$ cat config.mk
export PLATFORM = sky130hd
export DESIGN_NAME = gregorian_calendar_day_counter_flat
export DESIGN_NICKNAME = d
export VERILOG_FILES = /design/src/gcdc_pkg.sv /design/src/gcdc_if.sv /design/src/gregorian_calendar_day_counter.sv /design/src/gcdc_datapath.sv /design/src/gcdc_ctrl.sv /design/src/flat_wrapper.sv
export SDC_FILE = /design/constraint.sdc
export NUM_CORES = 1
export LEC_CHECK = 0
export BUFFER_PORTS_ARGS = -buffer_cell sky130_fd_sc_hd__buf_2
export CORE_AREA = 2 2 322 324
export CTS_BUF_LIST = sky130_fd_sc_hd__clkbuf_4 sky130_fd_sc_hd__clkbuf_8
export DETAILED_ROUTE_END_ITERATION = 10
export DIE_AREA = 0 0 324 326
export HOLD_SLACK_MARGIN = 0.02
export PLACE_DENSITY = 0.43
export REMOVE_ABC_BUFFERS = 1
export SYNTH_ARGS = -nofsm -noshare
export SYNTH_HDL_FRONTEND = slang
export SYNTH_SLANG_ARGS = --single-unit
$ cat constraint.sdc
create_clock -name clk -period 18.1 [get_ports clk]
set_clock_uncertainty 0.05 [all_clocks]
set_input_delay 0 -clock clk [delete_from_list [all_inputs] [get_ports clk]]
set_output_delay 0 -clock clk [all_outputs]
set_load 0.005 [all_outputs]
$ cat src/gcdc_pkg.sv
`timescale 1ns / 1ps
// ----------------------------------------------------------------------------
// gcdc_pkg: shared types, constants and calendar helpers
// Request codes, controller/datapath command and status bundles, leap rule,
// divide-by-25 and mod-7 helpers.
// ----------------------------------------------------------------------------
package gcdc_pkg;

	localparam int DefMaxYear = 9999;

	localparam logic [2:0] REQ_LOAD = 3'd0;
	localparam logic [2:0] REQ_NEXT = 3'd1;
	localparam logic [2:0] REQ_PREV = 3'd2;
	localparam logic [2:0] REQ_BACK = 3'd3;
	localparam logic [2:0] REQ_CMP  = 3'd4;

	localparam logic [1:0] ORD_EQUAL   = 2'd0;
	localparam logic [1:0] ORD_LATER   = 2'd1;
	localparam logic [1:0] ORD_EARLIER = 2'd2;

	typedef struct packed {
		logic [2:0]  req_type;
		logic [4:0]  day_in;
		logic [3:0]  month_in;
		logic [13:0] year_in;
		logic [15:0] step_count;
	} req_t;

	typedef struct packed {
		logic [4:0]  day_out;
		logic [3:0]  month_out;
		logic [13:0] year_out;
		logic [8:0]  day_of_year;
		logic [21:0] serial_day;
		logic [2:0]  weekday;
		logic        leap_year;
		logic        input_valid;
		logic [1:0]  order;
		logic [21:0] distance;
		logic        clamped;
	} rsp_t;

	// controller -> datapath
	typedef struct packed {
		logic capture;   // latch request, start input date checks
		logic eval;      // input serial ready: apply a valid load
		logic step_fwd;  // one day forward
		logic step_bwd;  // one day back
		logic finish;    // build the result from the held date
		logic clamp_set; // mark the result clamped
	} dp_cmd_t;

	// datapath -> controller
	typedef struct packed {
		logic [2:0] req_type;
		logic       at_min;
		logic       at_max;
		logic       cnt_zero;
	} dp_sts_t;

	// floor(v / 25) by reciprocal multiply, exact for any 14-bit v
	function automatic logic [9:0] div25(input logic [13:0] v);
		logic [26:0] prod;
		prod = 27'(v) * 27'd5243;
		return prod[26:17];
	endfunction

	function automatic logic mult25(input logic [13:0] v);
		return v == (14'(div25(v)) * 14'd25);
	endfunction

	// by 100 = by 4 and (y/4) by 25; by 400 = by 16 and (y/16) by 25
	function automatic logic is_leap(input logic [13:0] y);
		logic by4, by100, by400;
		by4   = (y[1:0] == 2'd0);
		by100 = by4 && mult25({2'd0, y[13:2]});
		by400 = (y[3:0] == 4'd0) && mult25({4'd0, y[13:4]});
		return (by4 && !by100) || by400;
	endfunction

	// 8 == 1 mod 7: fold 3-bit digits
	function automatic logic [2:0] mod7(input logic [21:0] v);
		logic [23:0] w;
		logic [5:0]  s1;
		logic [3:0]  s2;
		logic [3:0]  s3;
		w  = {2'd0, v};
		s1 = 6'd0;
		for (int i = 0; i < 8; i++)
			s1 = s1 + 6'(w[3*i +: 3]);
		s2 = 4'(s1[5:3]) + 4'(s1[2:0]);
		s3 = 4'(s2[3]) + 4'(s2[2:0]);
		return (s3 == 4'd7) ? 3'd0 : s3[2:0];
	endfunction

	function automatic logic [4:0] last_day(input logic [3:0] m, input logic leap);
		logic [4:0] r;
		r = 5'd31;
		unique case (m)
			4'd2:                      r = leap ? 5'd29 : 5'd28;
			4'd4, 4'd6, 4'd9, 4'd11:   r = 5'd30;
			default:                   r = 5'd31;
		endcase
		return r;
	endfunction

	function automatic logic [8:0] days_before(input logic [3:0] m);
		logic [8:0] r;
		r = 9'd0;
		unique case (m)
			4'd2:    r = 9'd31;
			4'd3:    r = 9'd59;
			4'd4:    r = 9'd90;
			4'd5:    r = 9'd120;
			4'd6:    r = 9'd151;
			4'd7:    r = 9'd181;
			4'd8:    r = 9'd212;
			4'd9:    r = 9'd243;
			4'd10:   r = 9'd273;
			4'd11:   r = 9'd304;
			4'd12:   r = 9'd334;
			default: r = 9'd0;
		endcase
		return r;
	endfunction

endpackage

$ cat src/gcdc_if.sv
`timescale 1ns / 1ps
// ----------------------------------------------------------------------------
// gcdc_if: valid/ready channel
// Carries one payload of type T with a source and a sink view.
// ----------------------------------------------------------------------------
interface gcdc_if #(parameter type T = logic) ();
	logic valid;
	logic ready;
	T     data;
	modport source (output valid, output data, input ready);
	modport sink (input valid, input data, output ready);
endinterface

$ cat src/gregorian_calendar_day_counter.sv
`timescale 1ns / 1ps
// ----------------------------------------------------------------------------
// gregorian_calendar_day_counter: proleptic Gregorian date counter
// Holds one date; loads, steps, steps back N days and compares.
// ----------------------------------------------------------------------------
// One request is in flight at a time. Load, compare, next day, previous day
// and unknown codes pass through capture, evaluate, step, settle, format and
// present; the result is held through any output stall. Back-N requests run
// one day per cycle in the shared step unit, until the count is used up or
// the first day 0001-01-01 is reached. The input is ready again the cycle
// after the result transfer. Reset leaves the date at 0001-01-01, serial 1.
module gregorian_calendar_day_counter #(
	parameter int MAX_YEAR = gcdc_pkg::DefMaxYear
) (
	input logic clk,
	input logic arst_n,
	gcdc_if.sink   req,
	gcdc_if.source rsp
);
	gcdc_pkg::dp_cmd_t cmd;
	gcdc_pkg::dp_sts_t sts;

	gcdc_ctrl u_ctrl (
		.clk       (clk),
		.arst_n    (arst_n),
		.in_valid  (req.valid),
		.in_ready  (req.ready),
		.out_valid (rsp.valid),
		.out_ready (rsp.ready),
		.cmd       (cmd),
		.sts       (sts)
	);

	gcdc_datapath #(.MAX_YEAR(MAX_YEAR)) u_dp (
		.clk    (clk),
		.arst_n (arst_n),
		.cmd    (cmd),
		.sts    (sts),
		.req    (req.data),
		.rsp    (rsp.data)
	);

endmodule

$ cat src/gcdc_datapath.sv
`timescale 1ns / 1ps
// ----------------------------------------------------------------------------
// gcdc_datapath: date registers and arithmetic
// Holds the date and serial, checks input dates, steps days, forms results.
// ----------------------------------------------------------------------------
module gcdc_datapath #(
	parameter int MAX_YEAR = gcdc_pkg::DefMaxYear
) (
	input  logic               clk,
	input  logic               arst_n,
	input  gcdc_pkg::dp_cmd_t  cmd,
	output gcdc_pkg::dp_sts_t  sts,
	input  gcdc_pkg::req_t     req,
	output gcdc_pkg::rsp_t     rsp
);
	localparam logic [13:0] MaxY = 14'(MAX_YEAR);

	logic [4:0]  day_q;
	logic [3:0]  month_q;
	logic [13:0] year_q;
	logic [21:0] serial_q;
	logic        leap_q;
	logic [2:0]  wd_q;

	logic [2:0]  rtype_q;
	logic [4:0]  din_q;
	logic [3:0]  min_q;
	logic [13:0] yin_q;
	logic [15:0] cnt_q;
	logic        ivalid_q;
	logic        in_leap_q;
	logic [21:0] ybase_q;  // 365*p + p/4 - p/100 + p/400
	logic        clamp_q;

	// input date checks and year base, registered at capture
	logic [13:0] p;
	logic        in_leap, in_valid;
	logic [9:0]  q100;     // p/100 = (p/4)/25, p/400 = (p/100)/4
	logic [21:0] ybase;
	always_comb begin
		p        = req.year_in - 14'd1;
		in_leap  = gcdc_pkg::is_leap(req.year_in);
		in_valid = (req.month_in >= 4'd1) && (req.month_in <= 4'd12)
			&& (req.year_in >= 14'd1) && (req.year_in <= MaxY)
			&& (req.day_in >= 5'd1)
			&& (req.day_in <= gcdc_pkg::last_day(req.month_in, in_leap));
		q100     = gcdc_pkg::div25(p >> 2);
		ybase    = 22'(p * 22'd365) + 22'(p >> 2) - 22'(q100) + 22'(q100 >> 2);
	end

	logic [8:0]  in_doy;
	logic [21:0] in_serial;
	always_comb begin
		in_doy    = gcdc_pkg::days_before(min_q) + 9'(din_q)
			+ 9'((min_q > 4'd2) && in_leap_q);
		in_serial = ybase_q + 22'(in_doy);
	end

	// single-day steps
	logic        cur_leap;
	logic [4:0]  cur_last;
	logic [4:0]  prev_last;
	logic [13:0] ym1;
	always_comb begin
		cur_leap  = gcdc_pkg::is_leap(year_q);
		cur_last  = gcdc_pkg::last_day(month_q, cur_leap);
		ym1       = year_q - 14'd1;
		prev_last = (month_q == 4'd1) ? 5'd31
			: gcdc_pkg::last_day(month_q - 4'd1, cur_leap);
	end

	always_ff @(posedge clk or negedge arst_n) begin
		if (!arst_n) begin
			day_q    <= 5'd1;
			month_q  <= 4'd1;
			year_q   <= 14'd1;
			serial_q <= 22'd1;
			clamp_q  <= 1'b0;
		end else begin
			if (cmd.capture)
				clamp_q <= 1'b0;
			if (cmd.clamp_set)
				clamp_q <= 1'b1;
			if (cmd.eval && rtype_q == gcdc_pkg::REQ_LOAD && ivalid_q) begin
				day_q    <= din_q;
				month_q  <= min_q;
				year_q   <= yin_q;
				serial_q <= in_serial;
			end
			if (cmd.step_fwd) begin
				serial_q <= serial_q + 22'd1;
				if (day_q >= cur_last) begin
					day_q <= 5'd1;
					if (month_q >= 4'd12) begin
						month_q <= 4'd1;
						year_q  <= year_q + 14'd1;
					end else begin
						month_q <= month_q + 4'd1;
					end
				end else begin
					day_q <= day_q + 5'd1;
				end
			end
			if (cmd.step_bwd) begin
				serial_q <= serial_q - 22'd1;
				if (day_q > 5'd1) begin
					day_q <= day_q - 5'd1;
				end else if (month_q > 4'd1) begin
					month_q <= month_q - 4'd1;
					day_q   <= prev_last;
				end else begin
					month_q <= 4'd12;
					year_q  <= ym1;
					day_q   <= 5'd31;
				end
			end
		end
	end

	always_ff @(posedge clk) begin
		if (cmd.capture) begin
			rtype_q   <= req.req_type;
			din_q     <= req.day_in;
			min_q     <= req.month_in;
			yin_q     <= req.year_in;
			cnt_q     <= req.step_count;
			ivalid_q  <= in_valid;
			in_leap_q <= in_leap;
			ybase_q   <= ybase;
		end else if (cmd.step_bwd) begin
			cnt_q <= cnt_q - 16'd1;
		end
	end

	// per-date derived values, computed once the date has settled
	always_ff @(posedge clk) begin
		leap_q <= cur_leap;
		wd_q   <= gcdc_pkg::mod7(serial_q);
	end

	logic cmp_ok;
	assign cmp_ok = (rtype_q == gcdc_pkg::REQ_CMP) && ivalid_q;

	always_ff @(posedge clk) begin
		if (cmd.finish) begin
			rsp.day_out     <= day_q;
			rsp.month_out   <= month_q;
			rsp.year_out    <= year_q;
			rsp.day_of_year <= gcdc_pkg::days_before(month_q) + 9'(day_q)
				+ 9'((month_q > 4'd2) && leap_q);
			rsp.serial_day  <= serial_q;
			rsp.weekday     <= wd_q;
			rsp.leap_year   <= leap_q;
			rsp.input_valid <= ivalid_q && (rtype_q == gcdc_pkg::REQ_LOAD
				|| rtype_q == gcdc_pkg::REQ_CMP);
			rsp.clamped     <= clamp_q;
			if (cmp_ok && serial_q > in_serial) begin
				rsp.order    <= gcdc_pkg::ORD_LATER;
				rsp.distance <= serial_q - in_serial;
			end else if (cmp_ok && serial_q < in_serial) begin
				rsp.order    <= gcdc_pkg::ORD_EARLIER;
				rsp.distance <= in_serial - serial_q;
			end else begin
				rsp.order    <= gcdc_pkg::ORD_EQUAL;
				rsp.distance <= 22'd0;
			end
		end
	end

	assign sts.req_type = rtype_q;
	assign sts.at_min   = (year_q <= 14'd1) && (month_q == 4'd1) && (day_q == 5'd1);
	assign sts.at_max   = (year_q >= MaxY) && (month_q == 4'd12) && (day_q == 5'd31);
	assign sts.cnt_zero = (cnt_q == 16'd0);

	// serial never drops below 1 and steps never pass the first or the last day
	assert property (@(posedge clk) disable iff (!arst_n) serial_q != 22'd0)
		else $error("serial underflow");
	assert property (@(posedge clk) disable iff (!arst_n)
		cmd.step_bwd |-> !sts.at_min)
		else $error("step back from first day");
	assert property (@(posedge clk) disable iff (!arst_n)
		cmd.step_fwd |-> !sts.at_max)
		else $error("step forward past last day");

endmodule

$ cat src/gcdc_ctrl.sv
`timescale 1ns / 1ps
// ----------------------------------------------------------------------------
// gcdc_ctrl: request sequencer
// Accepts a request, drives the datapath, presents the result.
// ----------------------------------------------------------------------------
module gcdc_ctrl (
	input  logic               clk,
	input  logic               arst_n,
	input  logic               in_valid,
	output logic               in_ready,
	output logic               out_valid,
	input  logic               out_ready,
	output gcdc_pkg::dp_cmd_t  cmd,
	input  gcdc_pkg::dp_sts_t  sts
);
	localparam logic [2:0] S_IDLE = 3'd0;
	localparam logic [2:0] S_EVAL = 3'd1;
	localparam logic [2:0] S_WORK = 3'd2;
	localparam logic [2:0] S_SETL = 3'd3;
	localparam logic [2:0] S_FIN  = 3'd4;
	localparam logic [2:0] S_OUT  = 3'd5;

	logic [2:0] state_q, state_d;

	always_comb begin
		state_d   = state_q;
		cmd       = '0;
		in_ready  = 1'b0;
		out_valid = 1'b0;
		unique case (state_q)
			S_IDLE: begin
				in_ready = 1'b1;
				if (in_valid) begin
					cmd.capture = 1'b1;
					state_d     = S_EVAL;
				end
			end
			S_EVAL: begin
				cmd.eval = 1'b1;
				state_d  = S_WORK;
			end
			S_WORK: begin
				state_d = S_SETL;
				unique case (sts.req_type)
					gcdc_pkg::REQ_NEXT: begin
						if (sts.at_max) cmd.clamp_set = 1'b1;
						else cmd.step_fwd = 1'b1;
					end
					gcdc_pkg::REQ_PREV: begin
						if (sts.at_min) cmd.clamp_set = 1'b1;
						else cmd.step_bwd = 1'b1;
					end
					gcdc_pkg::REQ_BACK: begin
						if (!sts.cnt_zero) begin
							state_d = S_WORK;
							if (sts.at_min) begin
								cmd.clamp_set = 1'b1;
								state_d       = S_SETL;
							end else begin
								cmd.step_bwd = 1'b1;
							end
						end
					end
					default: ;
				endcase
			end
			S_SETL: state_d = S_FIN;
			S_FIN: begin
				cmd.finish = 1'b1;
				state_d    = S_OUT;
			end
			S_OUT: begin
				out_valid = 1'b1;
				if (out_ready) state_d = S_IDLE;
			end
			default: state_d = S_IDLE;
		endcase
	end

	always_ff @(posedge clk or negedge arst_n) begin
		if (!arst_n) state_q <= S_IDLE;
		else state_q <= state_d;
	end

	assert property (@(posedge clk) disable iff (!arst_n)
		!(in_ready && out_valid))
		else $error("input and output open together");
	assert property (@(posedge clk) disable iff (!arst_n)
		(in_valid && in_ready) |=> state_q == S_EVAL)
		else $error("transfer not followed by evaluation");
	assert property (@(posedge clk) disable iff (!arst_n)
		$countones({cmd.step_fwd, cmd.step_bwd, cmd.eval, cmd.finish}) <= 1)
		else $error("conflicting datapath commands");

endmodule

$ cat src/flat_wrapper.sv
// flat-port wrapper written by rule: the top's interface ports become plain ports
module gregorian_calendar_day_counter_flat 
#(
	parameter int MAX_YEAR = gcdc_pkg::DefMaxYear
)
  (clk, arst_n, req_valid, req_data, req_ready, rsp_valid, rsp_data, rsp_ready);
  gcdc_if #(.T(gcdc_pkg::req_t)) req_i ();
  gcdc_if #(.T(gcdc_pkg::rsp_t)) rsp_i ();
  input logic clk;
  input logic arst_n;
  input wire logic [$bits(req_i.valid)-1:0] req_valid;
  input wire logic [$bits(req_i.data)-1:0] req_data;
  output wire logic [$bits(req_i.ready)-1:0] req_ready;
  output wire logic [$bits(rsp_i.valid)-1:0] rsp_valid;
  output wire logic [$bits(rsp_i.data)-1:0] rsp_data;
  input wire logic [$bits(rsp_i.ready)-1:0] rsp_ready;
  assign req_i.valid = req_valid;
  assign req_i.data = req_data;
  assign req_ready = req_i.ready;
  assign rsp_valid = rsp_i.valid;
  assign rsp_data = rsp_i.data;
  assign rsp_i.ready = rsp_ready;
  gregorian_calendar_day_counter #(.MAX_YEAR(MAX_YEAR)) u_core (.clk(clk), .arst_n(arst_n), .req(req_i), .rsp(rsp_i));
endmodule
After elaboration in Yosys (flattened, before gate mapping)
Memories as Yosys holds them, arrays and structs flattened. A register that Yosys moved wholly into a read port is not among the register bits.
Cells that the tools add are included.
{"block": "totals", "reg_bits": 203, "input_bits": 46, "word_cells": 221, "rom_bits": 288, "memories": 2, "out_inout_bits": 86}
{"name": "(no name shown)", "words": 16, "width": 9, "read_ports": 1, "rd_ports_with_merged_regs": 0, "wr": 0, "line_no": "gcdc_pkg.sv:110", "text": "unique case (m)"}
{"name": "(no name shown)", "words": 16, "width": 9, "read_ports": 1, "rd_ports_with_merged_regs": 1, "wr": 0, "line_no": "gcdc_pkg.sv:110"}
{"block": "op_classes", "reduce_logical": 42, "mux": 60, "addsub": 29, "eq_ne": 35, "order_cmp": 16, "n_mul": 10}
{"operator": "14-bit 2-to-1 mux", "n": 7}
{"operator": "22-bit 2-to-1 mux", "n": 4}
{"operator": "12-bit by 13-bit multiplier with 25-bit output (second input constant)", "n": 3}
{"operator": "10-bit by 13-bit multiplier with 23-bit output (second input constant)", "n": 2}
{"operator": "22-bit subtractor", "n": 2}
{"operator": "5-bit 2-to-1 mux", "n": 7}
{"operator": "16-bit 2-to-1 mux", "n": 2}
{"operator": "4-bit 2-to-1 mux", "n": 8}
{"operator": "4-bit by 3-bit == test with 1-bit output (second input constant)", "n": 7}
{"operator": "4-bit == test (second input constant)", "n": 7}
{"operator": "14-bit by 1-bit subtractor with 14-bit output (second input constant)", "n": 2}
{"operator": "12-bit by 13-bit == test with 1-bit output", "n": 2}
{"operator": "8-bit by 5-bit multiplier with 13-bit output (second input constant)", "n": 2}
{"operator": "24-bit 2-to-1 mux", "n": 1}
{"operator": "1-bit logical AND", "n": 23}
{"operator": "22-bit by 1-bit adder with 22-bit output (second input constant)", "n": 1}
{"operator": "22-bit by 12-bit adder with 22-bit output", "n": 1}
{"operator": "22-bit by 6-bit adder with 22-bit output", "n": 1}
{"operator": "22-bit by 9-bit adder with 22-bit output", "n": 1}
{"operator": "10-bit by 11-bit == test with 1-bit output", "n": 2}
{"operator": "22-bit greater-than comparator", "n": 1}
{"operator": "22-bit < comparator", "n": 1}
{"operator": "14-bit by 9-bit multiplier with 22-bit output (second input constant)", "n": 1}
{"operator": "6-bit by 5-bit multiplier with 11-bit output (second input constant)", "n": 2}
{"operator": "55 further kinds", "n": 102}

Depth between registers and ports, before layout
{"block": "logic_depth", "depth_word": 15, "mapped_depth": 47, "ltp_nobuf": 47}

Cells and area by module
Synthesis repeated with hierarchy kept, for this count alone.
{"block": "unflattened", "cells_unflattened": 3197, "area_unflattened_um2": 30284.0}
{"mod": "gcdc_datapath", "instances": 1, "area_per_inst_um2": 29972.5, "cells_per_inst": 3165, "seq_area_each_um2": 5920.7}
{"mod": "gcdc_ctrl", "instances": 1, "area_per_inst_um2": 311.5, "cells_per_inst": 32, "seq_area_each_um2": 75.1}

Worst setup path after synthesis
OpenSTA, ideal clock, no wires.
{"block": "synth_path", "path_kind": "input to register", "startpoint": "input port req_data[19]", "endpoint": "register u_core.u_dp.ybase_q[20], data pin", "arrival_time_ns": 10.194, "stages": 41, "t_required_ns": 17.792, "n_path_buf": 0, "setup_slack_ns": 7.599, "setup_time_ns": 0.258, "path_cell_list": "inv_1 > ha_1 > inv_1 > o21ai_0 > or3_1 > nand2_1 > and3_1 > and3_1 > xnor2_1 > inv_1 > fa_1 > inv_1 > fa_1 > fa_1 > fa_1 > fa_1 > inv_1 > ha_1 > [... 5 more ...] > mux2i_1 > nand3_1 > fa_1 > inv_1 > fa_1 > fa_1 > inv_1 > fa_1 > inv_1 > ha_1 > o21ai_0 > nand2b_1 > a21o_1 > a31o_2 > a211oi_1 > o311ai_0 > a21oi_1 > xnor2_1"}
{"block": "synth_via", "elab_chain_cells": 5, "elab_cells_between_ends": 6, "classes_between": "4 x add/sub; 2 x mul"}
{"element": "from (decl)", "line_no": "flat_wrapper.sv:12", "text": "input wire logic [$bits(req_i.data)-1:0] req_data;"}
{"element": "14-bit by 1-bit subtractor with 14-bit output (*)", "line_no": "gcdc_datapath.sv:41", "text": "p = req.year_in - 14'd1;"}
{"element": "14-bit by 9-bit multiplier with 22-bit output", "line_no": "gcdc_datapath.sv:48", "text": "ybase = 22'(p * 22'd365) + 22'(p >> 2) - 22'(q100) + 22'(q100 >> 2);"}
{"element": "22-bit by 12-bit adder with 22-bit output", "line_no": "gcdc_datapath.sv:48"}
{"element": "22-bit by 8-bit subtractor with 22-bit output", "line_no": "gcdc_datapath.sv:48"}
{"element": "22-bit by 6-bit adder with 22-bit output (*)", "line_no": "gcdc_datapath.sv:48"}
{"element": "net u_core.u_dp.ybase[20]", "line_no": "gcdc_datapath.sv:39", "text": "logic [21:0] ybase;"}
{"element": "to (signal assigned)", "line_no": "gcdc_datapath.sv:129", "text": "ybase_q <= ybase;"}
{"element": "to (decl)", "line_no": "gcdc_datapath.sv:32", "text": "logic [21:0] ybase_q;"}
Mark *: on every way through the listed nets, which the timed path passes. The rest lies on a longest branch.
A chain may end at the register's enable or synchronous reset.

Final worst setup path
{"block": "layout_path", "startpoint": "input port req_data[16]", "endpoint": "register u_core.u_dp.ybase_q[20], data pin"}
Same word-level chain as after synthesis.

==> key figures <==
STA
  • Slew Viols, Final: 0
  • Finish-stage setup viols: 0
  • Fin crit share: roughly two thirds
  • Final Critical Period: 12270 ps
  • Worst Tran Pin Value: roughly 1100 ps
  • Slew margin rel.: a little over a quarter
  • Max Clock Freq: about 81 MHz
  • Final Hold Fails: 0
  • Setup TNS: 0 ps
  • RSZ-0062 raised after global routing: false

Floorplanning
  • Die X: 324 um
  • Core Area: slightly above 100000 sq um
  • Die ar.: approximately 110000 sq um
  • Row count: approximately 120
  • I/O Pins: 132
  • Initial Util: approximately 30%
  • Overall die height: about 330 um

Synth
  • Seq cells post-synth: 212
  • Area leader, netlist: ha_1
  • Top-area cell type share of the netlist area: between 20% and 30%
  • Syn. warnings: 0
  • Top_reg_cell synth: edfxtp_1
  • Sequential share of the synthesized area: 19.76%
  • Syn Area/Cell: around 9.5 sq um
  • Post-synth EDFFs: 150
  • Synthesized cell area: between 30000 and 40000 sq um
  • Largest cells by area after synthesis: ha_1 (24%), fa_1 (17%), edfxtp_1 (15%)
  • Distinct cells, synth: between 80 and 90
  • Async SR Flop Fraction: between 20% and 30%
  • Cell count after synthesis: around 3200

GRT
  • Met2 usage: 27.41%
  • Met3 Usage GRT: 1.424%
  • Antenna violations before repair: 4
  • Largest net degree at the start of global routing: 67
  • Vias in the first global route: 23760
  • First-pass GRT wire length: 138.0 mm
  • Global route total overflow: 0
  • Overall global routing resource usage: 16.66%
  • Top Usage Layer GRT: met2
  • Met1 global-route usage: between 20% and 30%

Routing
  • Routed WL: around 87 mm
  • Drt pass-1 iters: 5
  • DR vias/cell: approximately 4.8
  • Drt wl/cell: ~18 um
  • Drt initial violations: 1216
  • DRC: 0
  • Vias: between 20000 and 25000
  • Detail Route Antenna Nets: 0

Setup path
  • Worst path max stage delay: approximately 740 ps
  • CP Launch Type: primary input
  • Top cell by count, worst path: fa_1
  • Crit path DAT: between 10000 and 15000 ps
  • CP max FO: 8
  • Worst R2R End: u_core.u_dp.year_q[3]
  • Reg2reg path depth: 43
  • Setup Crit Path Kind: in2reg
  • Crit end category: flip-flop
  • R2R Setup Slk: between 6000 and 7000 ps
  • Critical Path Slowest Stage Cell: o41ai_1
  • CP required: about 18000 ps
  • R2R Path Start: u_core.u_dp.year_q[8]

Layout
  • Non-Filler Instances: between 4000 and 5000
  • Final net count: roughly 4300
  • Share of cells above drive strength 1: under 10%
  • Area Overhead vs Synth: 12.03%
  • Commonest non-fill, non-tap cell in the layout: inv_1
  • Fillers: roughly 11000
  • Commonest non-fill, non-tap cells in the layout: inv_1 (585), ha_1 (578), fa_1 (263)

Clock network
  • Resize count post-CTS: 0
  • Clk buf depth: 3
  • H-tree depth: 2
  • CTS tree: built
  • Clock sinks: ~210
  • CTS buffer count: 40
  • Clock Latency Late Sink: slightly above 600 ps
  • Clock-pin slew on the worst setup and hold paths: ~60 ps
  • Clock root buffer: clkbuf_8

Hold path
  • Hold crit path type: in2reg
  • Hold Path Sink: u_core.u_dp.cnt_q[8]
  • Min-delay src: req_data[8]
  • Hold Path Stages: 4

Placed design
  • Placed insts: ~4700
  • Gp weighted congestion: 0.8246
  • Port bufs: around 130
  • DP Wirelength: slightly above 70 mm

Status
  • Status: finished clean

Flow run
  • Max-Cap Viols: 0
==> repair_timing <==
item,CTS,global route
endpoints found under the setup margin,0,0
setup buffers,0,0
hold buffers,54,0
endpoints found under the hold margin,101,0
==> per-layer routing <==
layer / part of all wire (%) / vias up
met2: 46 / 337
met3: 2.8 / 66
met5: 0.014 / -
met1: 50 / 11140
met4: 1.4 / 2
li1: - / 11350
==> area by class of cell <==
cell class	count	area (sq um)	share of cell area, %
Antenna cell	1	2.502	0.007361
Clock buffer	53	666.9	1.962
Clock inverter	20	177.7	0.5226
Inverter	586	2201	6.474
Multi-Input combinational cell	2315	21820	64.18
Sequential cell	212	5996	17.64
Tap cell	1380	1727	5.079
Timing Repair Buffer	213	1406	4.137
==> cell usage after synthesis (24+ instances only) <==
library cell and n:
dfrtp_1 45, xor2_1 50, inv_1 586, nand3_1 58, o21ai_0 136, fa_1 263
xnor2_1 149, a21o_1 60, a21oi_1 164, nand2_1 135, nor3_1 62, and3_1 24
a221oi_1 32, clkbuf_1 58, edfxtp_1 150, ha_1 578, nand4_1 28, a31oi_1 29
nand2b_1 27, nor2_1 155
==> worst max-delay path by stage <==
stage,from,to,slack (ps)
floorplan,req_data[19],u_core.u_dp.ybase_q[20],7600
global placement,req_data[20],u_core.u_dp.ybase_q[20],5830
detailed placement,req_data[20],u_core.u_dp.ybase_q[20],5710
CTS,req_data[16],u_core.u_dp.ybase_q[20],5800
global route,req_data[20],u_core.u_dp.ybase_q[20],4900
finish,req_data[16],u_core.u_dp.ybase_q[20],5830
==> critical path, delay by kind of cell <==
family / cells / cell delay, ps
compound gates: 12 / 3440
xor+xnor: 2 / 790
fa+ha+maj: 12 / 5610
simple gates: 6 / 900
mux: 1 / 220
buf+inv: 9 / 1570
==> state kept, by name, indices dropped and copies added, names as in the netlist, named ones only <==
| signal | cells |
|---|---|
| u_core.u_ctrl.state_q | 3 |
| u_core.u_dp.clamp_q | 1 |
| u_core.u_dp.cnt_q | 16 |
| u_core.u_dp.day_q | 5 |
| u_core.u_dp.din_q | 5 |
| u_core.u_dp.in_leap_q | 1 |
| u_core.u_dp.ivalid_q | 1 |
| u_core.u_dp.leap_q | 1 |
| u_core.u_dp.min_q | 4 |
| u_core.u_dp.month_q | 4 |
| u_core.u_dp.rsp | 84 |
| u_core.u_dp.rtype_q | 3 |
| u_core.u_dp.serial_q | 22 |
| u_core.u_dp.wd_q | 3 |
| u_core.u_dp.ybase_q | 22 |
| u_core.u_dp.year_q | 14 |
| u_core.u_dp.yin_q | 14 |
==> kinds of logic after synthesis <==
| family | Yosys count | synth area share [%] |
|---|---|---|
| multiplexers | 14 | 0.5154 |
| AO/OA/AOI/OAI | 642 | 14.01 |
| flip-flops | 212 | 19.76 |
| adder cells (fa/ha/maj) | 841 | 41.18 |
| AND/OR/NAND/NOR | 615 | 10.12 |
| XOR/XNOR | 203 | 6.040 |
| buffers and inverters | 666 | 8.386 |
==> through the flow <==
| step | cell area [sq um] | hold WS (ps) | worst slack, ps | utilization (%) |
|---|---|---|---|---|
| after detailed placement | 32610 | 164.6 | 5712 | 31.78 |
| after global placement | 32610 | 163.2 | 5829 | 31.78 |
| final | 34000 | 158.2 | 5830 | 33.13 |
| after global routing | 34000 | 131.9 | 4896 | 33.13 |
| after CTS | 34000 | 87.87 | 5795 | 33.13 |
| after floorplan | 30000 | -345.6 | 7599 | - |
Power is not shown: default switching activity piles up to over one toggle a cycle in this logic, so the estimate is an artifact.
